--- src/kthr_pkg.sv ---
// ----------------------------------------------------------------------------
// kthr_pkg
// Shared constants and control types for the k-th neighbour radius block.
// ----------------------------------------------------------------------------
package kthr_pkg;

  localparam int MAX_POINTS_DEF = 64;
  localparam int MAX_RANK_DEF   = 8;
  localparam int COORD_BITS_DEF = 24;

  localparam int RADIUS_W = 25;
  localparam int RANK_W   = 4;
  localparam int INFL_W   = 16;
  localparam int CFG_IDX_W  = 2;
  localparam int CFG_DATA_W = 16;

  localparam logic [RADIUS_W-1:0] RADIUS_MAX = {RADIUS_W{1'b1}};
  localparam logic [RANK_W-1:0]   RANK_RESET = RANK_W'(3);
  localparam logic [INFL_W-1:0]   INFL_RESET = INFL_W'(33423);

  localparam logic [CFG_IDX_W-1:0] REG_RANK    = CFG_IDX_W'(0);
  localparam logic [CFG_IDX_W-1:0] REG_INFLATE = CFG_IDX_W'(1);

  typedef struct packed {
    logic store;
    logic query_cap;
    logic list_clr;
    logic diff;
    logic square;
    logic insert;
    logic sqrt_init;
    logic sqrt_step;
    logic scale;
    logic round;
    logic last;
  } cmd_t;

endpackage

--- src/kthr_ctrl.sv ---
// ----------------------------------------------------------------------------
// kthr_ctrl
// Sequencer for loading points and running one neighbour search per point.
// ----------------------------------------------------------------------------
module kthr_ctrl #(
  parameter int MAX_POINTS = 64,
  parameter int COORD_BITS = 24,
  localparam int AW = (MAX_POINTS > 1) ? $clog2(MAX_POINTS) : 1
) (
  input  logic           clk,
  input  logic           rst,
  input  logic           in_valid,
  input  logic           in_set_end,
  output logic           in_ready,
  output logic           out_valid,
  input  logic           out_ready,
  output kthr_pkg::cmd_t cmd,
  output logic [AW-1:0]  wr_addr,
  output logic [AW-1:0]  rd_addr
);
  import kthr_pkg::*;

  localparam int CW    = $clog2(MAX_POINTS + 1);
  localparam int D2W   = 2 * (COORD_BITS + 1) + 2;
  localparam int ITER  = D2W / 2;
  localparam int IW    = $clog2(ITER + 1);

  typedef enum logic [9:0] {
    S_IDLE  = 10'b0000000001,
    S_QRD   = 10'b0000000010,
    S_QCAP  = 10'b0000000100,
    S_JDIF  = 10'b0000001000,
    S_JSQ   = 10'b0000010000,
    S_JINS  = 10'b0000100000,
    S_SQRT  = 10'b0001000000,
    S_SCALE = 10'b0010000000,
    S_RND   = 10'b0100000000,
    S_OUT   = 10'b1000000000
  } state_t;

  state_t state, state_next;
  logic [CW-1:0] count, count_next;
  logic [CW-1:0] q, q_next;
  logic [CW-1:0] j, j_next;
  logic [IW-1:0] iter, iter_next;
  logic          last_q;

  assign in_ready  = (state == S_IDLE);
  assign out_valid = (state == S_OUT);
  assign wr_addr   = count[AW-1:0];
  assign last_q    = (q + CW'(1) == count);

  always_ff @(posedge clk) begin
    if (rst) begin
      state <= S_IDLE;
      count <= '0;
      q     <= '0;
      j     <= '0;
      iter  <= '0;
    end else begin
      state <= state_next;
      count <= count_next;
      q     <= q_next;
      j     <= j_next;
      iter  <= iter_next;
    end
  end

  always_comb begin
    state_next = state;
    count_next = count;
    q_next     = q;
    j_next     = j;
    iter_next  = iter;
    cmd        = '0;
    cmd.last   = last_q;
    rd_addr    = q[AW-1:0];
    unique case (state)
      S_IDLE: begin
        if (in_valid) begin
          if (int'(count) < MAX_POINTS) begin
            cmd.store  = 1'b1;
            count_next = count + CW'(1);
          end
          if (in_set_end) begin
            q_next     = '0;
            state_next = S_QRD;
          end
        end
      end
      S_QRD: begin
        state_next = S_QCAP;
      end
      S_QCAP: begin
        cmd.query_cap = 1'b1;
        cmd.list_clr  = 1'b1;
        rd_addr       = '0;
        j_next        = '0;
        state_next    = S_JDIF;
      end
      S_JDIF: begin
        cmd.diff   = 1'b1;
        state_next = S_JSQ;
      end
      S_JSQ: begin
        cmd.square = 1'b1;
        state_next = S_JINS;
      end
      S_JINS: begin
        cmd.insert = 1'b1;
        j_next     = j + CW'(1);
        rd_addr    = j_next[AW-1:0];
        if (j_next == count) begin
          state_next = S_SQRT;
          iter_next  = '0;
          cmd.sqrt_init = 1'b0;
        end else begin
          state_next = S_JDIF;
        end
      end
      S_SQRT: begin
        if (iter == '0) begin
          cmd.sqrt_init = 1'b1;
        end else begin
          cmd.sqrt_step = 1'b1;
        end
        iter_next = iter + IW'(1);
        if (iter == IW'(ITER)) begin
          state_next = S_SCALE;
        end
      end
      S_SCALE: begin
        cmd.scale  = 1'b1;
        state_next = S_RND;
      end
      S_RND: begin
        cmd.round  = 1'b1;
        state_next = S_OUT;
      end
      S_OUT: begin
        if (out_ready) begin
          if (last_q) begin
            count_next = '0;
            state_next = S_IDLE;
          end else begin
            q_next     = q + CW'(1);
            state_next = S_QRD;
          end
        end
      end
      default: begin
        state_next = S_IDLE;
      end
    endcase
  end

endmodule
--- config.mk ---
export PLATFORM = sky130hd
export DESIGN_NAME = kthr_ctrl
export DESIGN_NICKNAME = d
export VERILOG_FILES = /design/src/kthr_pkg.sv /design/src/kthr_ctrl.sv
export SDC_FILE = /design/constraint.sdc
export NUM_CORES = 1
export LEC_CHECK = 0
export BUFFER_PORTS_ARGS = -buffer_cell sky130_fd_sc_hd__buf_2
export CAP_MARGIN = 25
export CORE_MARGIN = 2
export CORE_UTILIZATION = 40
export DETAILED_ROUTE_END_ITERATION = 12
export PLACE_DENSITY = 0.62
export SLEW_MARGIN = 20
export SYNTH_ARGS = -nofsm -noshare
export SYNTH_HDL_FRONTEND = slang
export SYNTH_SLANG_ARGS = --single-unit
--- constraint.sdc ---
create_clock -name clk -period 3.9 [get_ports clk]
set_clock_uncertainty 0.2 [all_clocks]
set_input_delay 0.195 -clock clk [delete_from_list [all_inputs] [get_ports clk]]
set_output_delay 0.195 -clock clk [all_outputs]
set_load 0.05 [all_outputs]
Word-level counts from Yosys, hierarchy flattened:

Cells that the tools add are included.

* add/sub/neg operators: 4
* order comparisons: 1
* eq/ne operators: 21
* mux-type cells: 34
* reduce and logical (&&, ||, !) cells: 8

Operators with widths (count)
* case mux 10 bit (10 select lines): 1
* 2-to-1 mux 7 bit: 9
* case mux 7 bit (2 select lines): 3
* 2-to-1 mux 10 bit: 4
* adder 7 x 1 -> 7 bit, second input constant: 3
* equality test 7 bit: 2
* 2-to-1 mux 1 bit: 12
* case mux 6 bit (2 select lines): 1
* equality test 10 x 1 -> 1 bit, second input constant: 1
* equality test 10 bit, second input constant: 1
* equality test 10 x 2 -> 1 bit, second input constant: 1
* equality test 10 x 3 -> 1 bit, second input constant: 1
* equality test 10 x 4 -> 1 bit, second input constant: 1
* equality test 10 x 5 -> 1 bit, second input constant: 1
* equality test 10 x 6 -> 1 bit, second input constant: 1
* equality test 10 x 7 -> 1 bit, second input constant: 1
* equality test 10 x 8 -> 1 bit, second input constant: 1
* equality test 10 x 9 -> 1 bit, second input constant: 1
* inequality test 2 bit, second input constant: 5
* case mux 5 bit (2 select lines): 1
* AND reduction 5 bit: 2
* < comparator 7 bit, second input constant: 1
* inequality test 2 x 1 -> 1 bit, second input constant: 3
* nonzero test 2 bit: 3
* 7 further kinds: 8

* bits in registers: 36
* input port bits: 5
* output and inout port bits: 25
* logic and storage cells: 73

Logic depth before layout (Yosys ltp):

* depth in word-level cells: 5
* gate-level depth with buffers: 10
* depth with buffers taken out: 8

Least setup slack after synthesis:

No wires, ideal clock.

* kind: register to output
* start point: reg state[9]
* end point: out rd_addr[1]
* arrival time: 3.096 ns
* data required time: 3.505 ns
* path slack: 0.409 ns
* stages on the path, launching flop included: 7
* buffers on the path: 1
* cells stage by stage: dfxtp_1 > nor4_1 > nand3_1 > nor3b_1 > nor2_1 > clkbuf_1 > a22o_1

* longest elaborated chain between the ends: 2
* elaborated cells between the ends (all ways): 3
* those cells by class: 2 x eq/ne; 1 x mux

RTL lines
* from (decl): RTL line kthr_ctrl.sv:41 `state_t state, state_next;`
* from (signal assigned): RTL line kthr_ctrl.sv:61 `state <= state_next;`
* equality test 10 x 6 -> 1 bit / equality test 10 x 3 -> 1 bit (equally long branches): RTL line kthr_ctrl.sv:78 `unique case (state)`
* case mux 6 bit (2 select lines) (*): RTL line kthr_ctrl.sv:78
* to (decl): RTL line kthr_ctrl.sv:19 `output logic [AW-1:0] rd_addr`

Every way passes the cells marked *; elsewhere a longest branch is shown, timed or not.

Worst setup path after layout:

* start point: reg state[9]
* end point: out rd_addr[2]

Same word-level chain as after synthesis.

==> results.yml <==
logic_synthesis:
  synth_top_area_cell: "dfxtp_1"
  synth_cell_type_count: 52
  ys.warnings.count: 0
  synth_edf_count: 0
  synth_mux_area_share_pct: 0.8658
  synth_area_leaders: "dfxtp_1, nor2_1, xor2_1"
  synth_compound_area_share_pct: 18.13
  yosysSeqAreaShare_pct: 31.17
  synthAdderAreaFrac_pct: 3.247
  netlist_area_um2: 2312
  synthFlopType: "dfxtp_1"
  yosysTopAreaCellShare_pct: 31.17
  synth_nets: 298
  syn_inst: 287
  synth_top_family_by_area: "simple AND/OR/NAND/NOR gates"
  synth.avg_cell_area_um2: 8.057
  yosys.area_share.simple_pct: 28.14
  synth-xor-area-share_pct: 11.58
  synth-async-reset-ratio_pct: 0
  synth-seq-cells: 36
critical_path:
  rr_endpoint: "count[5]"
  cp-start-kind: "register"
  crit_end: "rd_addr[2]"
  ff2ff_path_depth: 8
  worstSetupPathType: "reg2out"
  endpoint_kind: "output port"
  cp.arrival_ps: 2680
  reg2reg_from: "q[0]"
  critPathMaxFanout: 14
  r2r_slack_ps: 1040
  crit_start: "state[9]"
  required_ps: 3500
drt:
  ant_nets: 0
  drc: 0
  firstDrtPassIters: 4
  first_iter_violations: 88
  num_vias: 2008
  wire_per_inst_um: 13.96
  drt-total-wl_um: 5249
  via_per_inst: 5.340
clock_tree:
  clkTransAtPathRegs_ps: 70
  clock_latency_ps: 290
  post-cts-setup-buffers: 0
  ctsHoldBuffers: 0
  cts_made_buffers: 5
  cts_tree: "done"
  root_buffer: "clkbuf_8"
  ctsResizeCount: 0
  h-tree-depth: 2
  clock_path_buffers: 2
  clock_sinks: 36
sta:
  hold_viol: 0
  worst_pin_slew_ps: 863.6
  slew_violations: 0
  slew-limit-headroom_pct: 42.21
  min_period_ps: 3075
  fin_ws_ps: 824.5
  fmax_mhz: 325.2
  setup_violations: 0
  post-route-period-util_pct: 78.86
  grt_setup_unrepaired: "false"
  fin_tns_setup_ps: 0
grt:
  grt_max_degree: 32
  antenna_found_initial: 0
  track_usage_pct: 17.33
  grt_pass1_vias: 1832
  grt_overflow: 0
  grt_pass1_wl_um: 8714
pwr:
  p_total_mw: 1.004
  p_leak_nw: 1.076
  max-vdd-ir-drop_uv: 208.4
  power_density_nw_per_um2: 398.7
hold_path:
  hp-class: "in2reg"
cells_and_area:
  ff_latch_area_um2: 720.7
  finalNetCount: 315
  multiInputGateArea_um2: 1433
  drive_gt1_share_pct: 14.47
  fillers: 589
  syn2layout_area_growth_pct: 8.929
  antenna_cells: 0
floorplanning:
  die_width_um: 80.03
  dieArea_um2: 6405
  coreArea_um2: 5540
  ioPinCount: 30
  row_count: 27
  start_util_pct: 41.73
  die_h_um: 80.03
place:
  io_buffers: 29
  place_hpwl_um: 3863
  pre_cts_slack_ps: 1037
  place_congestion: 0.8621
flow_run:
  cap_viol_max_count: 0
status:
  status: "finished, final reports clean"
==> cells by family after synthesis <==
kind of cell,Yosys count
buffers and inverters,33
xor gates and xnor gates,24
AOI/OAI and AO/OA,63
DFF,36
and+or+nand+nor,123
adders and majority gates,6
muxes,2
==> cell type report <==
| type | count | area share, % |
|---|---|---|
| multi-input cells | 218 | 56.88 |
| clock inverters | 1 | 0.1987 |
| inverters | 14 | 2.086 |
| clock buffers | 6 | 2.881 |
| repair buffers | 29 | 5.763 |
| flip-flops and latches | 36 | 28.61 |
| well taps | 72 | 3.577 |
==> registers in the layout, summed over array words and instances, names as in the netlist <==
name   flops
iter       5
j          7
state     10
q          7
count      7
==> how the worst min path moves through the flow <==
stage	depth (start not counted)	to	slack [ps]	startpoint
floorplan	2	state[0]	210	out_ready
global placement	1	iter[4]	290	iter[4]
detailed placement	1	iter[4]	300	iter[4]
CTS	3	state[0]	90	out_ready
global route	3	state[0]	120	out_ready
finish	3	state[0]	100	out_ready
==> per-stage QoR <==
step	area [um2]	hold WS [ps]	instances	util, %
after floorplan	2312	213.4	287	-
after global placement	2441	292.5	369	44.06
after detailed placement	2441	304.9	369	44.06
after CTS	2519	87.44	376	45.46
after global routing	2519	118.1	376	45.46
final	2519	100.5	376	45.46
==> cell usage after synthesis, types with 3 or more instances <==
cell type  instances
a211oi_1           3
a21o_1             3
a21oi_1           12
a22o_1             3
a31oi_1            3
and3_1             4
buf_4              9
clkbuf_1           9
dfxtp_1           36
ha_1               6
inv_1             13
nand2_1           23
nand2b_1           4
nand3_1           16
nand3b_1           3
nand4_1            3
nor2_1            38
nor2b_1            7
nor3_1             3
nor3b_1            3
o211ai_1           4
o21a_1             3
o21ai_0           12
o21ai_1            6
o22ai_1            4
or3_1              3
xnor2_1            8
xor2_1            12
==> cells in the final DEF, fill, tap and decap left out, types with 4 or more instances in the layout <==
| cell | count |
|---|---|
| nor2b_1 | 7 |
| xor2_1 | 12 |
| inv_1 | 13 |
| ha_1 | 6 |
| o22ai_1 | 4 |
| nand2b_1 | 4 |
| and3_1 | 4 |
| nand2_1 | 23 |
| buf_2 | 29 |
| o21ai_1 | 6 |
| nor2_1 | 38 |
| clkbuf_8 | 5 |
| a21oi_1 | 12 |
| xnor2_1 | 8 |
| dfxtp_1 | 36 |
| o211ai_1 | 4 |
| nand3_1 | 16 |
| o21ai_0 | 12 |
==> worst max-delay path, cell delays in order, from the launching register on <==
cell     delay [ps]
dfxtp_1         370
nor4_1          510
nand3_1         170
nor3b_1         470
nor2_1          340
a22o_1          320
buf_2           210
==> power breakdown <==
part	internal [mW]	switching, mW	total (mW)	leakage [nW]
registers	0.384	0.0387	0.423	0.291
clock network	0.121	0.128	0.249	0.0410
logic	0.106	0.226	0.332	0.744
==> metal layers <==
layer / vias up / track usage (%) / routed length [um]
met5: - / 0 / 0
met4: 0 / 6.102 / 59
met3: 5 / 4.072 / 243
met2: 39 / 27.00 / 2339
met1: 925 / 23.31 / 2606
li1: 1039 / - / -
(Power assumes the default switching activity.)
